## src/sv/dci_pkg.sv

```systemverilog
`timescale 1ns / 1ps

package dci_pkg;

   // Fixed geometry of the sample stream
   localparam int SAMPLE_BITS = 16;
   localparam int MAX_WINDOW  = 65536;

   // Derived widths
   localparam int ABS_BITS  = SAMPLE_BITS;
   localparam int SSQ_BITS  = 2 * SAMPLE_BITS + 2;
   localparam int ROOT_BITS = SAMPLE_BITS + 1;
   localparam int SQRT_STEPS = SSQ_BITS / 2;
   localparam int DVD_BITS  = 65;
   localparam int DVS_BITS  = 47;
   localparam int MAG_BITS  = 33;
   localparam int CNT_BITS  = 17;

   localparam logic [CNT_BITS-1:0] CNT_CAP =
      (MAX_WINDOW < 131071) ? CNT_BITS'(MAX_WINDOW) : 17'h1FFFF;
   localparam logic [MAG_BITS-1:0] MAG_MAX = '1;
   localparam logic [DVS_BITS-1:0] SQ_MAX  = '1;

   // Status codes
   localparam logic [1:0] ST_OK    = 2'd0;
   localparam logic [1:0] ST_SHORT = 2'd1;
   localparam logic [1:0] ST_FEW   = 2'd2;

   // Register indexes
   localparam logic [1:0] REG_SENS = 2'd0;
   localparam logic [1:0] REG_THR  = 2'd1;
   localparam logic [1:0] REG_MIN  = 2'd2;

   typedef struct packed {
      logic signed [SAMPLE_BITS-1:0] accel_x;
      logic signed [SAMPLE_BITS-1:0] accel_y;
      logic signed [SAMPLE_BITS-1:0] accel_z;
      logic                          sample_valid;
      logic                          last_sample;
   } req_type;

   typedef struct packed {
      logic [1:0]  status;
      logic [16:0] valid_count;
      logic [16:0] above_count;
      logic [31:0] gravity_g;
      logic [31:0] comfort_index;
      logic        dci_valid;
   } rsp_type;

   typedef struct packed {
      logic [15:0] sensitivity_lsb_per_g;
      logic [14:0] threshold_raw;
      logic [15:0] min_samples;
   } cfg_type;

   // Classified sample handed from front to back
   typedef struct packed {
      logic [SSQ_BITS-1:0] sum_sq;
      logic [DVS_BITS-1:0] x_sq;
      logic                valid;
      logic                above;
      logic                last;
   } entry_type;

   // Q16.16 quotient saturated to 32 bits; zero divisor saturates
   function automatic logic [31:0] q_sat(input logic [DVD_BITS-1:0] q,
                                         input logic [DVS_BITS-1:0] d);
      logic [31:0] r;
      if (d == '0 || q[DVD_BITS-1:32] != '0) begin
         r = '1;
      end else begin
         r = q[31:0];
      end
      return r;
   endfunction

endpackage

```

## src/sv/dci_front.sv

```systemverilog
`timescale 1ns / 1ps

module dci_front (
   input  dci_pkg::req_type   req_data,
   input  logic [14:0]        threshold,
   output dci_pkg::entry_type entry
);
   import dci_pkg::*;

   logic [ABS_BITS-1:0]   ax, ay, az;
   logic [2*ABS_BITS-1:0] x2, y2, z2;

   // magnitude of a two's complement sample
   function automatic logic [ABS_BITS-1:0] mag_of(input logic [SAMPLE_BITS-1:0] v);
      logic [ABS_BITS-1:0] r;
      if (v[SAMPLE_BITS-1]) begin
         r = ABS_BITS'(~v) + ABS_BITS'(1);
      end else begin
         r = v;
      end
      return r;
   endfunction

   assign ax = mag_of(req_data.accel_x);
   assign ay = mag_of(req_data.accel_y);
   assign az = mag_of(req_data.accel_z);

   // axis squares, three independent multipliers
   assign x2 = (2*ABS_BITS)'(ax) * (2*ABS_BITS)'(ax);
   assign y2 = (2*ABS_BITS)'(ay) * (2*ABS_BITS)'(ay);
   assign z2 = (2*ABS_BITS)'(az) * (2*ABS_BITS)'(az);

   assign entry.sum_sq = SSQ_BITS'(x2) + SSQ_BITS'(y2) + SSQ_BITS'(z2);
   assign entry.x_sq   = DVS_BITS'(x2);
   assign entry.valid  = req_data.sample_valid;
   assign entry.above  = 32'(ax) > 32'(threshold);
   assign entry.last   = req_data.last_sample;

endmodule

```

## config.mk

```make
export PLATFORM = sky130hd
export DESIGN_NAME = dci_front
export DESIGN_NICKNAME = d
export VERILOG_FILES = /design/src/sv/dci_pkg.sv /design/src/sv/dci_front.sv
export SDC_FILE = /design/constraint.sdc
export NUM_CORES = 1
export LEC_CHECK = 0
export BUFFER_PORTS_ARGS = -buffer_cell sky130_fd_sc_hd__buf_2
export CAP_MARGIN = 0
export CORE_UTILIZATION = 49
export DETAILED_ROUTE_END_ITERATION = 8
export GPL_TIMING_DRIVEN = 0
export PLACE_DENSITY_LB_ADDON = 0.2
export SLEW_MARGIN = 20
export SYNTH_ARGS = -nofsm -noshare
export SYNTH_HDL_FRONTEND = slang
export SYNTH_SLANG_ARGS = --single-unit
```

## constraint.sdc

```tcl
create_clock -name vclk -period 43
set_input_delay 6.45 -clock vclk [all_inputs]
set_output_delay 6.45 -clock vclk [all_outputs]
set_load 0.02 [all_outputs]
```

Word-level counts from Yosys, hierarchy flattened
Index checks and enable logic that the tools add are counted.
{"block": "totals", "reg_bits": 0, "in_bits": 65, "out_inout_bits": 84, "wordCells": 15}
{"block": "classes", "addsub": 5, "mul": 3, "n_lt_le_gt_ge": 1, "muxes": 3, "bitwise": 3}
{"cell": "$mul A16 B16 Y32", "n": 3}
{"cell": "$add A16 B1 Y16 const B", "n": 3}
{"cell": "$mux W16", "n": 3}
{"cell": "$not A16 Y16", "n": 3}
{"cell": "$add A33 B32 Y34", "n": 1}
{"cell": "$add A32 B32 Y33", "n": 1}
{"cell": "$gt A16 B15 Y1", "n": 1}

Longest topological paths before layout
{"block": "depth", "depth_word": 6, "ltp_mapped": 53, "ltp_nobuf": 50}

Worst setup path after synthesis
OpenSTA, ideal clock, no wires.
{"block": "synth_path", "path_kind": "input-to-output", "start": "input req_data[34] (netlist bit)", "end": "output entry[81] (netlist bit)", "t_arrival_ns": 19.366, "required_ns": 36.550, "slack_ns": 17.184, "path_stages": 49, "n_path_buf": 3, "cell_sequence": "clkbuf_1 > inv_1 > clkbuf_1 > ha_1 > nand2_1 > o21ai_0 > xor2_1 > inv_1 > nand2_1 > fa_1 > fa_1 > inv_1 > fa_1 > inv_1 > fa_1 > inv_1 > fa_1 > inv_1 > [13 not listed] > fa_1 > inv_1 > fa_1 > fa_1 > inv_1 > fa_1 > inv_1 > fa_1 > inv_1 > ha_1 > clkbuf_1 > a21oi_1 > o21a_1 > nor2_1 > a21oi_1 > o41ai_1 > mux2i_1 > a221oi_1"}
{"element": "start: declaration", "line": "dci_front.sv:4", "rtl": "input dci_pkg::req_type req_data,"}
{"element": "end: declaration", "line": "dci_front.sv:6", "rtl": "output dci_pkg::entry_type entry"}

==> summary.md <==
| Metric | Value |
|---|---|
| Outcome | `finished clean` |
| Initial antenna violation count | `7` |
| Netlist cell types | `63` |
| CP Launch Point | `req_data[34]` |
| Post-Syn Area per Cell | `8.71 um^2` |
| Worst setup path endpoint | `entry[83]` |
| Largest net degree at the start of global routing | `12` |
| Post-cts repair resize count | `0` |
| CP required | `36550 ps` |
| Worst hold path class | `in2out` |
| Critical Path Slowest Stage Cell | `xor2_1` |
| Rows | `80` |
| Detailed Route Iter0 Violations | `1211` |
| Instance area at placement | `25800 um^2` |
| Hold buffers post-CTS | `0` |
| Routability cong. | `0.941` |
| Top-count cell post-synth | `inv_1` |
| Post-route cell area | `25800 um^2` |
| Setup violations, final | `0` |
| Core area | `48100 um^2` |
| Yosys Warn Count | `0` |
| Most frequent cells after synthesis | `inv_1, fa_1, ha_1` |
| IO Port Bufs | `130` |
| Max-slew violation count | `0` |
| Layout area overhead | `7.13%` |
| Via count | `18.3k` |
| Postcts setup bufs | `0` |
| Num ports | `149` |
| Setup TNS | `0 ps` |
| Initial Utilization | `0.501` |
| Vias/cell | `5.06` |
| Arrival time at the worst endpoint | `22110 ps` |
| Min cycle time layout | `28560 ps` |
| First-pass GRT wire length | `99900 um` |
| Final hold vios | `0` |
| Max-cap violations | `0` |
| Fmax | `0.0350 GHz` |
| DRT Pass-1 Iters | `6` |
| Layout net count | `3901` |
| Dpl hpwl | `55000 um` |
| Die Y | `224 um` |
| CP endpoint kind | `output pin` |
| Overall Global Routing Usage | `0.254` |
| Layout filler cell count | `4675` |
| Die area | `50100 um^2` |
| Final period util | `0.664` |
| Final wirelength | `59900 um` |
| Layout cell share with drive strength beyond 1 | `0.0596` |
| Post-synthesis sequential area ratio | `0` |
| WHS | `13120 ps` |
| Crit-path max cell delay | `880 ps` |
| Post-synth design cell area | `24100 um^2` |
| Synth area leaders | `fa_1, ha_1, inv_1, nor2_1, nand2_1` |
| CP max FO | `11` |
| Worst slew pin tran | `1230 ps` |
| Critical path class | `in2out` |
| Placed Cells | `3607` |
| Die Wd | `224 um` |
| Post-route DRC | `0` |
| Slew headroom | `0.173` |
| Crit path launch type | `primary input` |
| Unrepaired setup endpoints after global routing | `no` |
| ANT nets after route | `0` |
| Register area | `0 um^2` |
| Num sequential | `0` |
| Vias in the first global route | `20.2k` |
| Finished Layout Cells | `3614` |
| Routed wire length per instance | `16.6 um` |
| Yosys top cell by area | `fa_1` |
| Clkbuf count | `0` |
| Total gr overflow | `0` |
| Synth top area share | `0.486` |
| Syn Inst Count | `2768` |
[kinds of logic (layout without fill, tap and decap cells)]
kind of cell / count (synthesis) / after routing / synth area share
adders and majority gates: 883 / 883 / 0.640
and+or+nand+nor: 543 / 543 / 0.0963
other: 2 / 60 / 0.000311
muxes: 1 / 1 / 0.000415
xor gates and xnor gates: 115 / 115 / 0.0421
AOI/OAI and AO/OA: 247 / 247 / 0.0651
buffers and inverters: 977 / 1109 / 0.155
[stage by stage]
| stage | worst slack (ps) | util |
|---|---|---|
| 2_1_floorplan | 17180 | - |
| 3_3_place_gp | 14430 | 0.535 |
| 3_5_place_dp | 14790 | 0.536 |
| 4_1_cts | 14750 | 0.536 |
| 5_1_grt | 13980 | 0.536 |
| 6_report | 14440 | 0.537 |
[worst min-delay path by stage]
| stage | endpoint | start | cells after the start | slack [ps] |
|---|---|---|---|---|
| after global placement | entry[2] | req_data[1] | 2 | 13120 |
| after CTS | entry[2] | req_data[1] | 2 | 13120 |
| after floorplan | entry[0] | req_data[0] | 1 | 13010 |
| final | entry[2] | req_data[1] | 2 | 13120 |
| after global routing | entry[2] | req_data[1] | 2 | 13120 |
| after detailed placement | entry[2] | req_data[1] | 2 | 13120 |
[per-layer routing]
metal  GRT usage  share of wire  up-vias
met3      0.0236          0.051       51
met2       0.462           0.51      445
met5           0              0        -
met4      0.0402          0.017        0
met1       0.332           0.42     9350
li1            -              -     8439
[cells in the final DEF, fill, tap and decap left out, types with 33 or more instances in the layout]
master,count
inv_1,893
fa_1,585
ha_1,298
nor2_1,236
nand2_1,198
buf_2,134
a21oi_1,69
xnor2_1,64
o21ai_0,58
conb_1,53
xor2_1,47
clkbuf_1,39
a21o_1,33
[cell type report]
cell class | count | area (um^2) | area share
Inverter | 916 | 3440 | 0.133
Tap cell | 656 | 821 | 0.0318
Timing Repair Buffer | 132 | 661 | 0.0256
Buffer | 61 | 310 | 0.0120
Multi-Input combinational cell | 1842 | 20600 | 0.797
Antenna cell | 7 | 17.5 | 0.000678
[worst max-delay path, delay by kind of cell]
kind / cells / cell delay [ps]
buf+inv: 18 / 2640
simple gates: 7 / 1790
compound gates: 8 / 2570
fa+ha+maj: 17 / 7630
xor+xnor: 2 / 1050
Power is left out: the tool's default activity adds up to more than one toggle a clock period on the data nets, which glitch-free logic cannot reach.
