## src/sv/dci_pkg.sv

```systemverilog
`timescale 1ns / 1ps

package dci_pkg;

   // Fixed geometry of the sample stream
   localparam int SAMPLE_BITS = 16;
   localparam int MAX_WINDOW  = 65536;

   // Derived widths
   localparam int ABS_BITS  = SAMPLE_BITS;
   localparam int SSQ_BITS  = 2 * SAMPLE_BITS + 2;
   localparam int ROOT_BITS = SAMPLE_BITS + 1;
   localparam int SQRT_STEPS = SSQ_BITS / 2;
   localparam int DVD_BITS  = 65;
   localparam int DVS_BITS  = 47;
   localparam int MAG_BITS  = 33;
   localparam int CNT_BITS  = 17;

   localparam logic [CNT_BITS-1:0] CNT_CAP =
      (MAX_WINDOW < 131071) ? CNT_BITS'(MAX_WINDOW) : 17'h1FFFF;
   localparam logic [MAG_BITS-1:0] MAG_MAX = '1;
   localparam logic [DVS_BITS-1:0] SQ_MAX  = '1;

   // Status codes
   localparam logic [1:0] ST_OK    = 2'd0;
   localparam logic [1:0] ST_SHORT = 2'd1;
   localparam logic [1:0] ST_FEW   = 2'd2;

   // Register indexes
   localparam logic [1:0] REG_SENS = 2'd0;
   localparam logic [1:0] REG_THR  = 2'd1;
   localparam logic [1:0] REG_MIN  = 2'd2;

   typedef struct packed {
      logic signed [SAMPLE_BITS-1:0] accel_x;
      logic signed [SAMPLE_BITS-1:0] accel_y;
      logic signed [SAMPLE_BITS-1:0] accel_z;
      logic                          sample_valid;
      logic                          last_sample;
   } req_type;

   typedef struct packed {
      logic [1:0]  status;
      logic [16:0] valid_count;
      logic [16:0] above_count;
      logic [31:0] gravity_g;
      logic [31:0] comfort_index;
      logic        dci_valid;
   } rsp_type;

   typedef struct packed {
      logic [15:0] sensitivity_lsb_per_g;
      logic [14:0] threshold_raw;
      logic [15:0] min_samples;
   } cfg_type;

   // Classified sample handed from front to back
   typedef struct packed {
      logic [SSQ_BITS-1:0] sum_sq;
      logic [DVS_BITS-1:0] x_sq;
      logic                valid;
      logic                above;
      logic                last;
   } entry_type;

   // Q16.16 quotient saturated to 32 bits; zero divisor saturates
   function automatic logic [31:0] q_sat(input logic [DVD_BITS-1:0] q,
                                         input logic [DVS_BITS-1:0] d);
      logic [31:0] r;
      if (d == '0 || q[DVD_BITS-1:32] != '0) begin
         r = '1;
      end else begin
         r = q[31:0];
      end
      return r;
   endfunction

endpackage

```

## src/sv/dci_queue.sv

```systemverilog
`timescale 1ns / 1ps

module dci_queue (
   input  logic               clock,
   input  logic               reset,
   input  logic               wr_en,
   input  dci_pkg::entry_type wr_data,
   output logic               q_full,
   input  logic               rd_en,
   output dci_pkg::entry_type rd_data,
   output logic               q_empty
);
   import dci_pkg::*;

   entry_type  mem_ff [2];
   logic       wptr_ff, wptr_in;
   logic       rptr_ff, rptr_in;
   logic [1:0] count_ff, count_in;
   logic       do_wr, do_rd;

   assign q_full  = count_ff == 2'd2;
   assign q_empty = count_ff == 2'd0;
   assign do_wr   = wr_en && !q_full;
   assign do_rd   = rd_en && !q_empty;
   assign rd_data = mem_ff[rptr_ff];

   // pointer and fill bookkeeping
   always_comb begin
      wptr_in  = do_wr ? !wptr_ff : wptr_ff;
      rptr_in  = do_rd ? !rptr_ff : rptr_ff;
      count_in = count_ff + 2'(do_wr) - 2'(do_rd);
   end

   always_ff @(posedge clock) begin
      if (reset) begin
         wptr_ff  <= 1'b0;
         rptr_ff  <= 1'b0;
         count_ff <= 2'd0;
      end else begin
         wptr_ff  <= wptr_in;
         rptr_ff  <= rptr_in;
         count_ff <= count_in;
      end
   end

   always_ff @(posedge clock) begin
      if (do_wr) begin
         mem_ff[wptr_ff] <= wr_data;
      end
   end

endmodule

```

## config.mk

```make
export PLATFORM = sky130hd
export DESIGN_NAME = dci_queue
export DESIGN_NICKNAME = d
export VERILOG_FILES = /design/src/sv/dci_pkg.sv /design/src/sv/dci_queue.sv
export SDC_FILE = /design/constraint.sdc
export NUM_CORES = 1
export LEC_CHECK = 0
export ABC_AREA = 1
export ABC_CLOCK_PERIOD_IN_PS = 5300
export BUFFER_PORTS_ARGS = -buffer_cell sky130_fd_sc_hd__buf_2
export CORE_MARGIN = 10
export CORE_UTILIZATION = 35
export DETAILED_ROUTE_END_ITERATION = 10
export GPL_TIMING_DRIVEN = 0
export SLEW_MARGIN = 20
export SYNTH_ARGS = -nofsm -noshare
export SYNTH_HDL_FRONTEND = slang
export SYNTH_SLANG_ARGS = --single-unit
```

## constraint.sdc

```tcl
create_clock -name clock -period 5.3 [get_ports clock]
set_input_delay 0.795 -clock clock [delete_from_list [all_inputs] [get_ports clock]]
set_output_delay 0.795 -clock clock [all_outputs]
set_load 0.01 [all_outputs]
```

Word-level counts from Yosys, hierarchy flattened
Memory sizes are Yosys's and may differ from the RTL's. A register that Yosys moved wholly into a read port is not among the register bits.
Index checks and enable logic that the tools add are counted.

word-level totals
  flip-flop bits (word level) = 4
  RAM bits = 168
  output and inout bits = 86
  word-level logic and storage cells = 18
  memories kept = 1

cells by class
  add/subtract/negate cells = 2
  eq/ne operators = 1
  multiplexer cells = 4
  reduce and logical (&&, ||, !) cells = 7

memories
  name    words  bits a word  rd ports  clocked after memory_dff  wr ports  RTL line         RTL
  mem_ff  2      84           1         1                         1         dci_queue.sv:15  entry_type mem_ff [2];

operators by type and width
  operator                                     number
  1-bit zero test                              4
  1-bit 2-to-1 mux                             4
  2-bit by 1-bit adder with 2-bit output       1
  2-bit == test, second input constant         1
  1-bit logical AND                            2
  2-bit zero test                              1
  2-bit by 1-bit subtractor with 2-bit output  1

Depth between registers and ports, before layout
Gate-level depths: netlist (run 1).

  depth after elaboration = 5
  mapped depth = 11

Worst setup path after synthesis (run 1)
No wires, ideal clock.

  path type = in2reg
  start point = in wr_en
  end point = mem mem_ff[0][0] (netlist bit), enable pin
  arrival time = 4365 ps
  slack = 408 ps
  stages on the path = 2
  cell sequence = nand2_1 nor2_1

on the way
  longest elaborated chain between the ends = 3

RTL lines
  item                                    RTL line         RTL
  start, declared                         dci_queue.sv:6   input logic wr_en,
  1-bit logical AND                       dci_queue.sv:23  assign do_wr = wr_en && !q_full;
  1-bit 2-to-1 mux                        dci_queue.sv:47  if (do_wr) begin
  1-bit 2-to-1 mux (not written as such)  dci_queue.sv:48  mem_ff[wptr_ff] <= wr_data;
  end, declared                           dci_queue.sv:15

Every way passes these cells.

==> flow_summary_export.csv, run 1 <==
group,metric,value,unit
outcome,status,"finished clean",
worst_setup_path,crit_chain,"buf_6 > buf_6 > mux2_4 > buf_2",
worst_setup_path,crit_buf_inv,3,
yosys,ys_types,12,
clock_network,h-tree-depth,4,
floorplan,core,0.0182,mm^2
yosys,ys_seq_area_frac,0.785,
sta,finalCriticalPeriod,2.46,ns
floorplan,die_area,0.0246,mm^2
worst_setup_path,crit_type,"register to output pin",
finish,final_util,0.461,
power_and_ir_drop,power,4040,uW
yosys,yosys_register_bits,173,
worst_setup_path,crit_family,"buffers and inverters",
placement,io_buffer_count,173,
worst_hold_path,hold_end,"rptr_ff",
sta,period_share,0.465,
clock_network,ctsResizeCount,0,
worst_setup_path,r2r-end,"mem_ff[0][81]",
sta,rsz0062_at_grt,"false",
clock_network,clkLatencyLatePin,0.41,ns
floorplan,die_h,157,um
sta,max_freq,0.406,GHz
sta,fin_skew,0.00771,ns
worst_setup_path,critPathMaxStageDelay,0.35,ns
clock_network,cts_hold_buf,0,
drt,detail-route-antenna-nets,0,
drt,drc,0,
worst_setup_path,path_depth,4,
drt,first_pass_iters,4,
yosys,syn_inst,300,
floorplan,rows,49,
worst_setup_path,rrSetupSlack,3.30,ns
placement,gp_congestion,0.726,
drt,vias,3322,
clock_network,cts-root-buf,"clkbuf_16",
floorplan,fp.dieW,157,um
yosys,syn_nets,390,
global_routing,grt_first_pass_wirelength,20400,um
clock_network,cts_max_path_buffers,2,
sta,drv_slew,0,
global_routing,antenna_found_initial,0,
finish,area_delta_synth_final,28.0,%
clock_network,cts.sinks,173,
clock_network,cts_setup_buffers,0,
worst_setup_path,cp-start-kind,"register",
drt,wl_per_cell,18.4,um
sta,max-slew-margin-rel,0.522,
power_and_ir_drop,powerDensity,482,mW/mm^2
worst_hold_path,hold_class,"register to register",
worst_setup_path,cp_max_fo,10,
worst_setup_path,regToRegStartpoint,"count_ff[0]",
drt,drt_iter0_drc,145,
drt,wirelength,13500,um
drt,vias_per_cell,4.51,
worst_setup_path,reg2regPathDepth,6,
sta,finalHoldViolCount,0,
worst_setup_path,end_kind,"output pin",
worst_setup_path,crit_arrival,1.67,ns
finish,diodes,0,
power_and_ir_drop,p_leak,0.00328,uW
worst_hold_path,min_from,"rptr_ff",
global_routing,grt_pass1_vias,3626,
global_routing,grtUsageTotal,0.109,
global_routing,overflow,0,
clock_network,cts_tree,"yes",
worst_hold_path,whs_path_depth,2,
yosys,syn_area,0.00656,mm^2
sta,setup_viol,0,
finish,nets,586,
clock_network,clkSlewWorstSetupHoldPaths,0.06,ns
global_routing,grt_start_max_net_pins,73,
clock_network,cts_made_buffers,17,
yosys,syn_avg_cell_area,21.9,um^2
floorplan,start_util,0.360,
finish,drive_gt1_frac,0.592,
worst_setup_path,crit_top_cell,"buf_6",
placement,dp_hpwl,9720,um
yosys,yosysWarnings,0,
sta,fin_tns_setup,0,ns
floorplan,pin_count,174,
worst_setup_path,required,4.51,ns
power_and_ir_drop,ir_worst_vdd,231,uV
worst_setup_path,cpMaxStageDelayCell,"dfxtp_1",
run,cap_viol_max_count,0,
sta,worst_slew_pin_slew,0.715,ns
==> cells in the mapped netlist <==
cell type | instances | area, um^2
nand2_1 | 8 | 30.0
mux2_2 | 24 | 270
inv_1 | 10 | 37.5
buf_2 | 2 | 10.0
edfxtp_1 | 168 | 5040
ha_1 | 2 | 25.0
buf_6 | 7 | 78.8
a21oi_1 | 2 | 10.0
mux2_4 | 60 | 901
nor2_1 | 9 | 33.8
dfxtp_1 | 5 | 100
nand3_1 | 3 | 15.0
==> metrics by stage <==
| step | setup WS, ns | instances | hold WS [ns] | area [um^2] |
|---|---|---|---|---|
| 4_1_cts | 2.77 | 736 | 0.516 | 8390 |
| 5_1_grt | 2.74 | 736 | 0.536 | 8390 |
| 6_report | 2.84 | 736 | 0.512 | 8390 |
| 3_5_place_dp | 2.90 | 706 | 0.489 | 7820 |
| 3_3_place_gp | -1.90 | 702 | 0.483 | 7710 |
| 2_1_floorplan | 0.408 | 300 | 0.467 | 6560 |
==> worst register-to-register path, stage by stage, from the launching register on <==
cell and delay, ns:
dfxtp_1 0.35, inv_1 0.07, nand2_1 0.12, nand2_1 0.13
nor2_4 0.57, buf_16 0.27, buf_16 0.19
==> logic make-up (layout without fill, tap and decap cells) <==
family / after synthesis / in the layout / synth area share
simple gates: 20 / 20 / 0.0120
buf+inv: 19 / 226 / 0.0193
flops: 173 / 173 / 0.785
compound gates: 2 / 2 / 0.00153
fa+ha+maj: 2 / 2 / 0.00382
mux: 84 / 84 / 0.179
==> metal layers <==
| layer | wire length (um) | vias to the layer above | share of wire | GRT usage |
|---|---|---|---|---|
| met1 | 5420 | 1634 | 0.40 | 0.124 |
| met5 | 0 | - | 0 | 0 |
| met4 | 127 | 0 | 0.0094 | 0.0373 |
| li1 | - | 1553 | - | - |
| met3 | 1270 | 8 | 0.094 | 0.0493 |
| met2 | 6710 | 127 | 0.50 | 0.178 |
==> final cells by class <==
type | instances | area [um^2]
buffer | 9 | 88.8
inverter | 10 | 42.5
clock buffer | 18 | 429
multi-input combinational | 108 | 1290
clock inverter | 12 | 141
tap | 229 | 287
fill | 1588 | 9810
sequential | 173 | 5140
timing repair buffer | 177 | 968
==> worst max-delay path by stage <==
stage / slack, ns / from / end
final: 2.84 / register / rd_data[42]
after global routing: 2.74 / register / rd_data[40]
after CTS: 2.77 / register / rd_data[40]
after detailed placement: 2.90 / wr_en / mem_ff[0][30]
after global placement: -1.90 / wr_en / mem_ff[0][29]
after floorplan: 0.41 / wr_en / mem_ff[0][0]
==> state kept, by name, indices dropped and copies added, names as in the netlist, named ones only <==
name      flops
count_ff      2
wptr_ff       1
mem_ff      168
rptr_ff       1
==> layout by cell type (no fill, tap or decap) <==
| cell type | instances |
|---|---|
| buf_2 | 175 |
| edfxtp_1 | 168 |
| mux2_4 | 60 |
| mux2_2 | 24 |
| clkbuf_16 | 17 |
| inv_1 | 9 |
| nor2_1 | 8 |
| nand2_1 | 8 |
| buf_6 | 7 |
| dfxtp_1 | 5 |
| clkinvlp_4 | 5 |
| nand3_1 | 3 |
| buf_16 | 3 |
| inv_6 | 2 |
| a21oi_1 | 2 |
| ha_1 | 2 |
| bufinv_16 | 2 |
| inv_8 | 2 |
| nor2_4 | 1 |
| clkbuf_1 | 1 |
| clkinv_4 | 1 |
| clkinv_1 | 1 |
| buf_12 | 1 |
==> power breakdown <==
group	internal [uW]	leakage (uW)	total, uW	switching [uW]
clock	695	0.000262	1200	505
combinational	523	0.00141	1060	536
sequential	1730	0.00161	1780	49.9
Power figures use the tool's default switching activity.
==> run 2, diff against run 1 <==
- ABC_CLOCK_PERIOD_IN_PS: 5300 -> 2200
- clock period: 5.3 -> 2.2 ns (I/O delays scaled with it)
==> flow_summary_export.csv, run 2 (same netlist as run 1, synthesis figures left out) <==
group,metric,value,unit
outcome,status,"finished clean",
worst_hold_path,hold_class,"input pin to register",
global_routing,grt_start_max_net_pins,32,
placement,gp_congestion,0.690,
worst_setup_path,crit_arrival,1.67,ns
drt,drc,0,
sta,finalHoldViolCount,0,
finish,nets,588,
floorplan,die_area,0.0246,mm^2
sta,max_freq,0.500,GHz
clock_network,cts_hold_buf,0,
clock_network,cts-root-buf,"clkbuf_16",
clock_network,cts.sinks,173,
placement,dp_hpwl,10000,um
floorplan,pin_count,174,
clock_network,clkSlewWorstSetupHoldPaths,0.06,ns
finish,largest-register,"mem_ff",
worst_setup_path,crit_type,"register to output pin",
global_routing,grt_pass1_vias,3636,
floorplan,start_util,0.360,
finish,drive_gt1_frac,0.605,
placement,placed_area,0.00788,mm^2
finish,top_regs,"mem_ff: 168 flops, count_ff: 2 flops",
worst_setup_path,end_kind,"output pin",
drt,first_pass_iters,4,
finish,mostFrequentLayoutCells,"175 x buf_2, 168 x edfxtp_1, 60 x mux2_4",
drt,wl_per_cell,18.5,um
worst_setup_path,required,1.87,ns
sta,period_share,0.910,
sta,fin_tns_setup,0,ns
worst_setup_path,cp_max_fo,10,
clock_network,ctsResizeCount,0,
global_routing,overflow,0,
drt,vias,3330,
sta,setup_viol,0,
sta,fin_skew,0.00628,ns
finish,fillers,1559,
clock_network,cts_made_buffers,17,
sta,max-slew-margin-rel,0.585,
drt,detail-route-antenna-nets,0,
sta,drv_slew,0,
global_routing,antenna_found_initial,1,
finish,area_delta_synth_final,30.5,%
finish,fin_area,0.00856,mm^2
power_and_ir_drop,p_leak,0.00336,uW
finish,final_common_cell,"buf_2",
clock_network,cts_tree,"yes",
sta,rsz0062_at_grt,"false",
floorplan,die_h,157,um
run,cap_viol_max_count,0,
clock_network,clkLatencyLatePin,0.42,ns
finish,final_util,0.470,
power_and_ir_drop,powerDensity,1210,mW/mm^2
floorplan,rows,49,
drt,wirelength,13700,um
worst_setup_path,cp-start-kind,"register",
clock_network,cts_max_path_buffers,2,
global_routing,grtUsageTotal,0.111,
clock_network,h-tree-depth,4,
sta,worst_slew_pin_slew,0.620,ns
power_and_ir_drop,ir_worst_vdd,519,uV
floorplan,fp.dieW,157,um
finish,diodes,0,
finish,largest_reg_flops,168,
drt,vias_per_cell,4.50,
global_routing,grt_first_pass_wirelength,20600,um
drt,drt_iter0_drc,127,
clock_network,cts_setup_buffers,0,
sta,finalCriticalPeriod,2.00,ns
floorplan,core,0.0182,mm^2
placement,io_buffer_count,173,
worst_setup_path,rrSetupSlack,0.33,ns
-- run 2: final cells by class --
class / instances / area, um^2 / area share
Tap cell: 229 / 287 / 0.0335
Clock buffer: 17 / 425 / 0.0497
Timing Repair Buffer: 179 / 1020 / 0.119
Multi-Input combinational cell: 108 / 1300 / 0.152
Buffer: 9 / 88.8 / 0.0104
Inverter: 10 / 41.3 / 0.00483
Sequential cell: 173 / 5150 / 0.601
Clock inverter: 15 / 255 / 0.0298
-- run 2: final timing paths --
path,cells after the start,end,start
min reg2reg,2,register,rptr_ff
min,2,count_ff[0],reset
max reg2reg,5,mem_ff[1][53],count_ff[0]
max,4,rd_data[38],register
-- run 2: critical path, stage by stage, from the launching register on --
cell,delay [ns]
dfxtp_1,0.35
buf_6,0.21
buf_6,0.22
mux2_4,0.33
buf_2,0.14
-- run 2: metrics by stage --
| step | hold WS [ns] | total power [uW] | instances | setup WS, ns |
|---|---|---|---|---|
| after floorplan | 0.394 | 5980 | 300 | 0.000451 |
| after global placement | 0.485 | 6870 | 702 | -0.818 |
| after detailed placement | 0.497 | 7050 | 708 | 0.298 |
| after CTS | 0.0488 | 10500 | 740 | 0.145 |
| after global routing | 0.0502 | 10800 | 740 | 0.0794 |
| final | 0.0660 | 10300 | 740 | 0.199 |
-- run 2: metal layers --
layer / part of all wire / track usage
met3: 0.085 / 0.0491
met1: 0.40 / 0.124
met2: 0.50 / 0.184
met4: 0.014 / 0.0404
met5: 0.0015 / 0
-- run 2: power breakdown --
| part | internal, uW | switching [uW] | total (uW) | leakage [uW] |
|---|---|---|---|---|
| combinational | 1310 | 1300 | 2610 | 0.00142 |
| sequential | 4180 | 122 | 4300 | 0.00161 |
| clock | 2150 | 1270 | 3420 | 0.000327 |
| total | 7630 | 2690 | 10300 | 0.00336 |
