### src/sv/dci_pkg.sv
`timescale 1ns / 1ps

package dci_pkg;

   // Fixed geometry of the sample stream
   localparam int SAMPLE_BITS = 16;
   localparam int MAX_WINDOW  = 65536;

   // Derived widths
   localparam int ABS_BITS  = SAMPLE_BITS;
   localparam int SSQ_BITS  = 2 * SAMPLE_BITS + 2;
   localparam int ROOT_BITS = SAMPLE_BITS + 1;
   localparam int SQRT_STEPS = SSQ_BITS / 2;
   localparam int DVD_BITS  = 65;
   localparam int DVS_BITS  = 47;
   localparam int MAG_BITS  = 33;
   localparam int CNT_BITS  = 17;

   localparam logic [CNT_BITS-1:0] CNT_CAP =
      (MAX_WINDOW < 131071) ? CNT_BITS'(MAX_WINDOW) : 17'h1FFFF;
   localparam logic [MAG_BITS-1:0] MAG_MAX = '1;
   localparam logic [DVS_BITS-1:0] SQ_MAX  = '1;

   // Status codes
   localparam logic [1:0] ST_OK    = 2'd0;
   localparam logic [1:0] ST_SHORT = 2'd1;
   localparam logic [1:0] ST_FEW   = 2'd2;

   // Register indexes
   localparam logic [1:0] REG_SENS = 2'd0;
   localparam logic [1:0] REG_THR  = 2'd1;
   localparam logic [1:0] REG_MIN  = 2'd2;

   typedef struct packed {
      logic signed [SAMPLE_BITS-1:0] accel_x;
      logic signed [SAMPLE_BITS-1:0] accel_y;
      logic signed [SAMPLE_BITS-1:0] accel_z;
      logic                          sample_valid;
      logic                          last_sample;
   } req_type;

   typedef struct packed {
      logic [1:0]  status;
      logic [16:0] valid_count;
      logic [16:0] above_count;
      logic [31:0] gravity_g;
      logic [31:0] comfort_index;
      logic        dci_valid;
   } rsp_type;

   typedef struct packed {
      logic [15:0] sensitivity_lsb_per_g;
      logic [14:0] threshold_raw;
      logic [15:0] min_samples;
   } cfg_type;

   // Classified sample handed from front to back
   typedef struct packed {
      logic [SSQ_BITS-1:0] sum_sq;
      logic [DVS_BITS-1:0] x_sq;
      logic                valid;
      logic                above;
      logic                last;
   } entry_type;

   // Q16.16 quotient saturated to 32 bits; zero divisor saturates
   function automatic logic [31:0] q_sat(input logic [DVD_BITS-1:0] q,
                                         input logic [DVS_BITS-1:0] d);
      logic [31:0] r;
      if (d == '0 || q[DVD_BITS-1:32] != '0) begin
         r = '1;
      end else begin
         r = q[31:0];
      end
      return r;
   endfunction

endpackage

### src/sv/dci_back.sv
`timescale 1ns / 1ps

module dci_back (
   input  logic               clock,
   input  logic               reset,
   input  dci_pkg::cfg_type   cfg,
   input  dci_pkg::entry_type entry,
   input  logic               q_empty,
   output logic               q_pop,
   output dci_pkg::rsp_type   rsp_data,
   output logic               empty,
   input  logic               pop
);
   import dci_pkg::*;

   localparam logic [2:0] S_IDLE = 3'd0;
   localparam logic [2:0] S_SQRT = 3'd1;
   localparam logic [2:0] S_FIN  = 3'd2;
   localparam logic [2:0] S_GDIV = 3'd3;
   localparam logic [2:0] S_MUL1 = 3'd4;
   localparam logic [2:0] S_MUL2 = 3'd5;
   localparam logic [2:0] S_DDIV = 3'd6;
   localparam logic [2:0] S_OUT  = 3'd7;

   localparam logic [6:0] SQRT_LAST = 7'(SQRT_STEPS - 1);
   localparam logic [6:0] DIV_LAST  = 7'(DVD_BITS - 1);

   logic [2:0]            state_ff, state_in;
   logic [CNT_BITS-1:0]   win_ff, win_in;
   logic [CNT_BITS-1:0]   valid_ff, valid_in;
   logic [CNT_BITS-1:0]   above_ff, above_in;
   logic [MAG_BITS-1:0]   mag_ff, mag_in;
   logic [DVS_BITS-1:0]   sq_ff, sq_in;
   logic                  last_ff, last_in;
   logic [6:0]            cnt_ff, cnt_in;
   logic [SSQ_BITS-1:0]   ssq_ff, ssq_in;
   logic [ROOT_BITS-1:0]  root_ff, root_in;
   logic [ROOT_BITS+1:0]  rem_ff, rem_in;
   logic [DVD_BITS-1:0]   dvd_ff, dvd_in;
   logic [DVS_BITS-1:0]   dvs_ff, dvs_in;
   logic [DVS_BITS-1:0]   drem_ff, drem_in;
   logic [31:0]           prod_ff, prod_in;
   logic [1:0]            status_ff, status_in;
   logic [31:0]           grav_ff, grav_in;
   logic [31:0]           dci_ff, dci_in;
   logic                  dvalid_ff, dvalid_in;
   rsp_type               out_ff, out_in;
   logic                  ovalid_ff, ovalid_in;

   logic [ROOT_BITS+1:0]  s_sh, s_trial, s_diff;
   logic                  s_ge;
   logic [DVS_BITS:0]     d_sh, d_diff;
   logic                  d_ge;
   logic [MAG_BITS:0]     mag_sum;
   logic [DVS_BITS:0]     sq_sum;
   logic [32:0]           vden;
   logic [48:0]           dnum;

   assign q_pop    = state_ff == S_IDLE && !q_empty;
   assign empty    = !ovalid_ff;
   assign rsp_data = out_ff;

   // one square-root digit per cycle
   assign s_sh    = {rem_ff[ROOT_BITS-1:0], ssq_ff[SSQ_BITS-1:SSQ_BITS-2]};
   assign s_trial = {root_ff, 2'b01};
   assign s_ge    = s_sh >= s_trial;
   assign s_diff  = s_sh - s_trial;

   // one quotient bit per cycle
   assign d_sh   = {drem_ff, dvd_ff[DVD_BITS-1]};
   assign d_ge   = d_sh >= {1'b0, dvs_ff};
   assign d_diff = d_sh - {1'b0, dvs_ff};

   assign mag_sum = {1'b0, mag_ff} + (MAG_BITS + 1)'(root_in);
   assign sq_sum  = {1'b0, sq_ff} + {1'b0, entry.x_sq};
   assign vden    = 33'(valid_ff) * 33'(cfg.sensitivity_lsb_per_g);
   assign dnum    = 49'(above_ff) * 49'(prod_ff);

   always_comb begin
      state_in  = state_ff;
      win_in    = win_ff;
      valid_in  = valid_ff;
      above_in  = above_ff;
      mag_in    = mag_ff;
      sq_in     = sq_ff;
      last_in   = last_ff;
      cnt_in    = cnt_ff;
      ssq_in    = ssq_ff;
      root_in   = root_ff;
      rem_in    = rem_ff;
      dvd_in    = dvd_ff;
      dvs_in    = dvs_ff;
      drem_in   = drem_ff;
      prod_in   = prod_ff;
      status_in = status_ff;
      grav_in   = grav_ff;
      dci_in    = dci_ff;
      dvalid_in = dvalid_ff;
      out_in    = out_ff;
      ovalid_in = (ovalid_ff && pop) ? 1'b0 : ovalid_ff;

      unique case (state_ff)
         S_IDLE: begin
            if (!q_empty) begin
               last_in = entry.last;
               if (win_ff < CNT_CAP) begin
                  win_in = win_ff + CNT_BITS'(1);
               end
               if (win_ff < CNT_CAP && entry.valid) begin
                  valid_in = valid_ff + CNT_BITS'(1);
                  if (entry.above) begin
                     above_in = above_ff + CNT_BITS'(1);
                     sq_in    = sq_sum > {1'b0, SQ_MAX} ? SQ_MAX : sq_sum[DVS_BITS-1:0];
                  end
                  ssq_in   = entry.sum_sq;
                  root_in  = '0;
                  rem_in   = '0;
                  cnt_in   = '0;
                  state_in = S_SQRT;
               end else if (entry.last) begin
                  state_in = S_FIN;
               end
            end
         end
         S_SQRT: begin
            ssq_in = ssq_ff << 2;
            cnt_in = cnt_ff + 7'd1;
            if (s_ge) begin
               rem_in  = s_diff;
               root_in = {root_ff[ROOT_BITS-2:0], 1'b1};
            end else begin
               rem_in  = s_sh;
               root_in = {root_ff[ROOT_BITS-2:0], 1'b0};
            end
            if (cnt_ff == SQRT_LAST) begin
               mag_in   = mag_sum > {1'b0, MAG_MAX} ? MAG_MAX : mag_sum[MAG_BITS-1:0];
               state_in = last_ff ? S_FIN : S_IDLE;
            end
         end
         S_FIN: begin
            if (win_ff < 17'(cfg.min_samples)) begin
               status_in = ST_SHORT;
            end else if (valid_ff < 17'(cfg.min_samples)) begin
               status_in = ST_FEW;
            end else begin
               status_in = ST_OK;
            end
            grav_in   = '0;
            dci_in    = '0;
            dvalid_in = 1'b0;
            if (win_ff >= 17'(cfg.min_samples) && valid_ff >= 17'(cfg.min_samples)) begin
               dvd_in   = {16'(0), mag_ff, 16'(0)};
               dvs_in   = DVS_BITS'(vden);
               drem_in  = '0;
               cnt_in   = '0;
               state_in = S_GDIV;
            end else begin
               state_in = S_OUT;
            end
         end
         S_GDIV: begin
            dvd_in  = {dvd_ff[DVD_BITS-2:0], d_ge};
            drem_in = d_ge ? d_diff[DVS_BITS-1:0] : d_sh[DVS_BITS-1:0];
            cnt_in  = cnt_ff + 7'd1;
            if (cnt_ff == DIV_LAST) begin
               grav_in  = q_sat(dvd_in, dvs_ff);
               state_in = (above_ff >= 17'(cfg.min_samples)) ? S_MUL1 : S_OUT;
            end
         end
         S_MUL1: begin
            prod_in  = 32'(cfg.sensitivity_lsb_per_g) * 32'(cfg.sensitivity_lsb_per_g);
            state_in = S_MUL2;
         end
         S_MUL2: begin
            dvd_in   = {dnum, 16'(0)};
            dvs_in   = sq_ff;
            drem_in  = '0;
            cnt_in   = '0;
            state_in = S_DDIV;
         end
         S_DDIV: begin
            dvd_in  = {dvd_ff[DVD_BITS-2:0], d_ge};
            drem_in = d_ge ? d_diff[DVS_BITS-1:0] : d_sh[DVS_BITS-1:0];
            cnt_in  = cnt_ff + 7'd1;
            if (cnt_ff == DIV_LAST) begin
               dci_in    = q_sat(dvd_in, dvs_ff);
               dvalid_in = 1'b1;
               state_in  = S_OUT;
            end
         end
         S_OUT: begin
            // hand the result over once the output register is free
            if (!ovalid_ff || pop) begin
               out_in.status        = status_ff;
               out_in.valid_count   = valid_ff;
               out_in.above_count   = above_ff;
               out_in.gravity_g     = grav_ff;
               out_in.comfort_index = dci_ff;
               out_in.dci_valid     = dvalid_ff;
               ovalid_in            = 1'b1;
               win_in               = '0;
               valid_in             = '0;
               above_in             = '0;
               mag_in               = '0;
               sq_in                = '0;
               state_in             = S_IDLE;
            end
         end
         default: begin
            state_in = S_IDLE;
         end
      endcase
   end

   // control and window state
   always_ff @(posedge clock) begin
      if (reset) begin
         state_ff  <= S_IDLE;
         win_ff    <= '0;
         valid_ff  <= '0;
         above_ff  <= '0;
         mag_ff    <= '0;
         sq_ff     <= '0;
         ovalid_ff <= 1'b0;
      end else begin
         state_ff  <= state_in;
         win_ff    <= win_in;
         valid_ff  <= valid_in;
         above_ff  <= above_in;
         mag_ff    <= mag_in;
         sq_ff     <= sq_in;
         ovalid_ff <= ovalid_in;
      end
   end

   // datapath
   always_ff @(posedge clock) begin
      last_ff   <= last_in;
      cnt_ff    <= cnt_in;
      ssq_ff    <= ssq_in;
      root_ff   <= root_in;
      rem_ff    <= rem_in;
      dvd_ff    <= dvd_in;
      dvs_ff    <= dvs_in;
      drem_ff   <= drem_in;
      prod_ff   <= prod_in;
      status_ff <= status_in;
      grav_ff   <= grav_in;
      dci_ff    <= dci_in;
      dvalid_ff <= dvalid_in;
      out_ff    <= out_in;
   end

endmodule

### config.mk
export PLATFORM = sky130hd
export DESIGN_NAME = dci_back
export DESIGN_NICKNAME = d
export VERILOG_FILES = /design/src/sv/dci_pkg.sv /design/src/sv/dci_back.sv
export SDC_FILE = /design/constraint.sdc
export NUM_CORES = 2
export LEC_CHECK = 0
export ABC_AREA = 1
export BUFFER_PORTS_ARGS = -buffer_cell sky130_fd_sc_hd__clkbuf_2
export CORE_MARGIN = 10
export CORE_UTILIZATION = 49
export DETAILED_ROUTE_END_ITERATION = 6
export GPL_ROUTABILITY_DRIVEN = 0
export PLACE_DENSITY = 0.68
export SYNTH_ARGS = -nofsm -noshare
export SYNTH_HDL_FRONTEND = slang
export SYNTH_SLANG_ARGS = --single-unit
export TNS_END_PERCENT = 5
### constraint.sdc
create_clock -name clock -period 19.3 [get_ports clock]
set_input_delay 1.93 -clock clock [delete_from_list [all_inputs] [get_ports clock]]
set_output_delay 1.93 -clock clock [all_outputs]
set_load 0.05 [all_outputs]
Yosys cells after proc, flatten, opt, wreduce, memory -nomap -nowiden

Index checks and enable logic that the tools add are counted.

Bits in registers: 570
Input port bits: 135
Output and inout bits: 103
Word-level logic and storage cells: 165

Add/subtract/negate cells: 8
Multiply operators: 3
Magnitude comparators: 10
Equality and inequality tests: 19
Multiplexer cells: 64
Bitwise gates (word level): 1
Reductions and logical operators: 34

Operators by type and width:

| operator              | count |
|---|---|
| $mux 47               | 8 |
| $mux 17               | 13 |
| $pmux 65 s3           | 1 |
| $pmux 47 s2           | 2 |
| $pmux 17 s2           | 5 |
| $pmux 47 s3           | 1 |
| $pmux 32 s2           | 2 |
| $mux 33               | 3 |
| $mux 34               | 2 |
| $pmux 34 s2           | 1 |
| $pmux 33 s2           | 1 |
| $mux 65               | 1 |
| $mux 32               | 2 |
| $add 17x1->17 const B | 3 |
| $ge 17x16->1          | 3 |
| $mul 17x32->49        | 1 |
| $add 47x47->48        | 1 |
| $ge 48x47->1          | 1 |
| $gt 48x47->1 const B  | 1 |
| $logic_not 47->1      | 1 |
| $sub 47x47->47        | 1 |
| $add 33x17->34        | 1 |
| $gt 34x33->1 const B  | 1 |
| $lt 17x16->1          | 2 |
| other kinds (37)      | 81 |

Longest topological paths before layout

Word-level depth: 10
Depth in mapped cells: 29
Mapped depth without buffers: 27

Worst setup path before layout

OpenSTA, ideal clock, no wires.

Path type: input port to flip-flop
From: input cfg[36] (netlist name)
To: register dvs_ff[26], data pin
Data arrival time: 7.118 ns
Data required time: 19.046 ns
Path slack: 11.929 ns
Cell stages on the path: 23
Path buffers: 2
Cells stage by stage: clkbuf_1 clkbuf_1 nand2_1 fa_1 inv_1 fa_1 inv_1 fa_1 inv_1 fa_1 inv_1 fa_1 inv_1 fa_1 ha_1 a21oi_1 a21boi_0 o21ai_0 nand2_1 nand3_1 or2_2 nand3_1 nand2_1

Cells in the longest elaborated chain, start to end: 3

Ends and longest elaborated chain:

| element                | RTL line        | text |
|---|---|---|
| start: declaration     | dci_back.sv:6   | `input dci_pkg::cfg_type cfg,` |
| $mul 17x16->33         | dci_back.sv:76  | `assign vden = 33'(valid_ff) * 33'(cfg.sensitivity_lsb_per_g);` |
| $mux 47                | dci_back.sv:151 | `if (win_ff >= 17'(cfg.min_samples) && valid_ff >= 17'(cfg.min_samples)) begin` |
| $pmux 47 s2            | dci_back.sv:102 | `unique case (state_ff)` |
| net dvs_in[26]         | dci_back.sv:40  | `logic [DVS_BITS-1:0] dvs_ff, dvs_in;` |
| end signal: assignment | dci_back.sv:244 | `dvs_ff <= dvs_in;` |
| end: declaration       | dci_back.sv:40  |  |

The timed path passes the listed nets, and every way through them passes these cells. The select of a mux whose other input is x is not followed.
A chain may end at the register's enable or synchronous reset.

Worst setup path after layout

From: input cfg[34] (netlist name)
To: register prod_ff[19], data pin

Cells in the longest elaborated chain, start to end: 1

Ends and longest elaborated chain:

| element                | RTL line        | text |
|---|---|---|
| $mul 16x16->32         | dci_back.sv:171 | `prod_in = 32'(cfg.sensitivity_lsb_per_g) * 32'(cfg.sensitivity_lsb_per_g);` |
| end signal: assignment | dci_back.sv:246 | `prod_ff <= prod_in;` |
| end: declaration       | dci_back.sv:42  | `logic [31:0] prod_ff, prod_in;` |

Every way passes these cells.

==> impl_metrics.json <==
{
  "cts_tree": "yes",
  "cp.arrival_ps": 8310,
  "report.final.slew_viol_count": 0,
  "slew_headroom_pct": 20.7,
  "maxCapViolCount": 0,
  "antenna_found_initial": 2,
  "cts.sinks": 569,
  "seqPwrFrac_pct": 29.2,
  "area_growth_pct": 7.27,
  "leakage_nw": 39.4,
  "crit_type": "input port to flip-flop",
  "coreArea_um2": 141000,
  "crit_top_cell": "inv_1",
  "ys_seq_area_share_pct": 22.4,
  "grt_pass1_wl_um": 315000,
  "critPathCaptureType": "flip-flop",
  "clkTransAtPathRegs_ps": 60,
  "outcome": "finished, violations left",
  "max_slew.worst_pin.slew_ps": 1180,
  "instances_no_fill": 11200,
  "dieArea_um2": 157000,
  "synth-seq-cells": 569,
  "layout-drive-gt1-share_pct": 5.95,
  "rows": 138,
  "postSynth.asyncResetShare_pct": 0,
  "yosysWarnings": 0,
  "first_pass_iters": 7,
  "grt_overflow": 0,
  "finalWirelength_um": 196000,
  "antennaDiodeCount": 0,
  "ff2ff_path_depth": 22,
  "ir_drop_mv": 0.139,
  "crit_fanout": 33,
  "drtIter0Drc": 5224,
  "cts_resized": 0,
  "critPathMaxStageDelay_ps": 550,
  "grt.total_usage_pct": 24.7,
  "synth-edff-count": 417,
  "nFillCells": 13600,
  "cts_buffers": 68,
  "fmax_mhz": 128,
  "place_inst": 11100,
  "fin_crit_ps": 7830,
  "yosysUniqueCellTypes": 58,
  "finalNetCount": 10700,
  "sw_frac_of_total_pct": 45.9,
  "comb_power_share_pct": 50.0,
  "rsz0062_at_grt": "false",
  "start_util_pct": 49.2,
  "required_ps": 19780,
  "p_per_area_nw_per_um2": 85.5,
  "hpwl_um": 152000,
  "cts_setup_buffers": 0,
  "wl_per_cell_um": 17.5,
  "switching_power_mw": 2.93,
  "worstSetupEndpoint": "prod_ff[19]",
  "finalCritPeriodShare_pct": 40.6,
  "crit_slowest_cell": "clkbuf_2",
  "antenna_left": 0,
  "r2r-end": "dvd_ff[64]",
  "cp-start-kind": "input port",
  "die_w_um": 397,
  "skew_ps": 32.2,
  "cp_cell_sequence": "clkbuf_2 -> nand2_1 -> inv_1 -> fa_1 -> inv_1 -> fa_1 -> inv_1 -> fa_1 -> inv_1 -> fa_1 -> inv_1 -> fa_1 -> inv_1 -> fa_1 -> inv_1 -> ha_1 -> nand2_1 -> nor2_1 -> inv_1 -> o21ai_0 -> a21oi_1 -> o21ai_0 -> xor2_1",
  "cts_root_buffer": "clkbuf_16",
  "cts_hold_repair.buffers": 0,
  "setup_viol": 0,
  "grt_max_degree": 80,
  "ys.flop_type": "edfxtp_1",
  "postSynthCellCount": 9223,
  "die_h_um": 397,
  "intPower_mw": 3.45,
  "finalSetupTns_ps": 0,
  "grt_pass1_vias": 59400,
  "pin_count": 238,
  "clkLatencyLatePin_ps": 690,
  "vias": 59700,
  "drc": 2,
  "syn-cell-area_um2": 69500,
  "hold_violations": 0,
  "violations": "design-rule violations",
  "cp-startpoint": "cfg[34]",
  "htree_levels": 3,
  "portBuffers": 222,
  "pwr-share-clk_pct": 20.8,
  "postSynthAreaPerCell_um2": 7.54,
  "avgViaCountPerCell": 5.32,
  "worstHoldPathType": "flip-flop to flip-flop",
  "clockBufferDepth": 3,
  "r2r-start": "above_ff[5]",
  "r2r_setup_slack_ps": 12380
}
## layout make-up
cell class / count / area, um^2 / share of cell area [%]
multi-input combinational: 6142 / 44500 / 59.6
sequential: 569 / 15600 / 20.9
inverter: 2194 / 8240 / 11.0
tap: 1890 / 2360 / 3.17
clock buffer: 77 / 1780 / 2.38
timing repair buffer: 289 / 1620 / 2.17
clock inverter: 49 / 537 / 0.720
## power groups by stage
| stage | clock network (mW) | registers (mW) | logic (mW) |
|---|---|---|---|
| final | 1.33 | 1.86 | 3.19 |
| after global routing | 1.40 | 1.88 | 3.59 |
| after CTS | 1.35 | 1.85 | 3.16 |
| after detailed placement | 0 | 1.87 | 3.14 |
| after global placement | 0 | 1.87 | 3.09 |
| after floorplan | 0 | 1.76 | 2.31 |
## flip-flops by register name, summed over array words and instances, names as in the netlist, 31 cells and up
register  flops
mag_ff       33
grav_ff      32
sq_ff        47
drem_ff      47
dci_ff       32
ssq_ff       34
dvd_ff       65
rsp_data    101
dvs_ff       47
prod_ff      31
## layer usage
layer,vias up,GRT usage (%),wire (um)
met1,28600,34.6,84400
met5,-,0,0
met3,368,3.87,18000
met4,0,8.05,6300
li1,28100,-,-
met2,2555,39.1,87300
## critical path, delay by kind of cell
kind,cells,cell delay [ps]
AO/OA/AOI/OAI,3,1070
XOR/XNOR,1,280
adder cells (fa/ha/maj),7,3380
buffers and inverters,9,1020
AND/OR/NAND/NOR,3,620
## worst min-delay path by stage
stage,from,endpoint,slack (ps),cells past startpoint
6_report,grav_ff[20],rsp_data[53],420,0
3_3_place_gp,grav_ff[20],rsp_data[53],400,0
3_5_place_dp,status_ff[1],rsp_data[100],400,0
4_1_cts,dci_ff[13],rsp_data[14],420,0
2_1_floorplan,dvalid_ff,rsp_data[0],400,0
5_1_grt,grav_ff[11],rsp_data[44],420,0
## synthesized netlist by cell type, drive strengths merged, types with 3 or more instances
cell	instances	area [um^2]
nand2	2621	9930
inv	2192	8230
fa	815	16300
ha	513	6420
nor2	493	1980
a21oi	446	2280
edfxtp	417	12500
nand3	358	1850
o21ai	335	1690
clkbuf	265	995
dfxtp	152	3040
nand4	119	766
xor2	98	858
nor3	89	475
buf	59	324
xnor2	38	333
o21bai	32	240
nor4	27	169
a21o	24	180
or2	18	113
o22ai	17	106
o21a	16	120
o211ai	14	105
a31oi	13	81.3
nand3b	13	97.6
a21boi	9	67.6
a211oi	6	45.0
and2	4	25.0
and3	4	25.0
a22oi	3	22.5
## per-stage QoR
step / cell area, um^2 / worst slack (ps) / utilization, % / total power [mW] / hold slack [ps]
after detailed placement: 72200 / 10930 / 51.1 / 5.02 / 405
final: 74600 / 11470 / 52.8 / 6.38 / 416
after global placement: 72200 / 10960 / 51.1 / 4.96 / 403
after floorplan: 69500 / 11930 / - / 4.07 / 400
after CTS: 74600 / 11620 / 52.8 / 6.37 / 418
after global routing: 74600 / 11110 / 52.8 / 6.86 / 422
## logic make-up (layout without fill, tap and decap cells)
| logic type | Yosys count | in the layout | share of synthesized area (%) |
|---|---|---|---|
| DFF | 569 | 569 | 22.4 |
| and+or+nand+nor | 3750 | 3750 | 22.2 |
| AOI/OAI and AO/OA | 920 | 920 | 7.17 |
| buffers and inverters | 2518 | 2609 | 13.7 |
| adders and majority gates | 1328 | 1328 | 32.7 |
| other | 2 | 8 | 0.0108 |
| xor gates and xnor gates | 136 | 136 | 1.71 |
## placed cells by master, fill, tap and decap left out, drive strengths merged, types with 38 or more instances in the layout
cell type / synthesis / final
a21oi: 446 / 446
buf: 59 / 68
clkbuf: 265 / 298
dfxtp: 152 / 152
edfxtp: 417 / 417
fa: 815 / 815
ha: 513 / 513
inv: 2192 / 2201
nand2: 2621 / 2621
nand3: 358 / 358
nand4: 119 / 119
nor2: 493 / 493
nor3: 89 / 89
o21ai: 335 / 335
xnor2: 38 / 38
xor2: 98 / 98
Note: power is estimated with default switching activity, not from simulation.
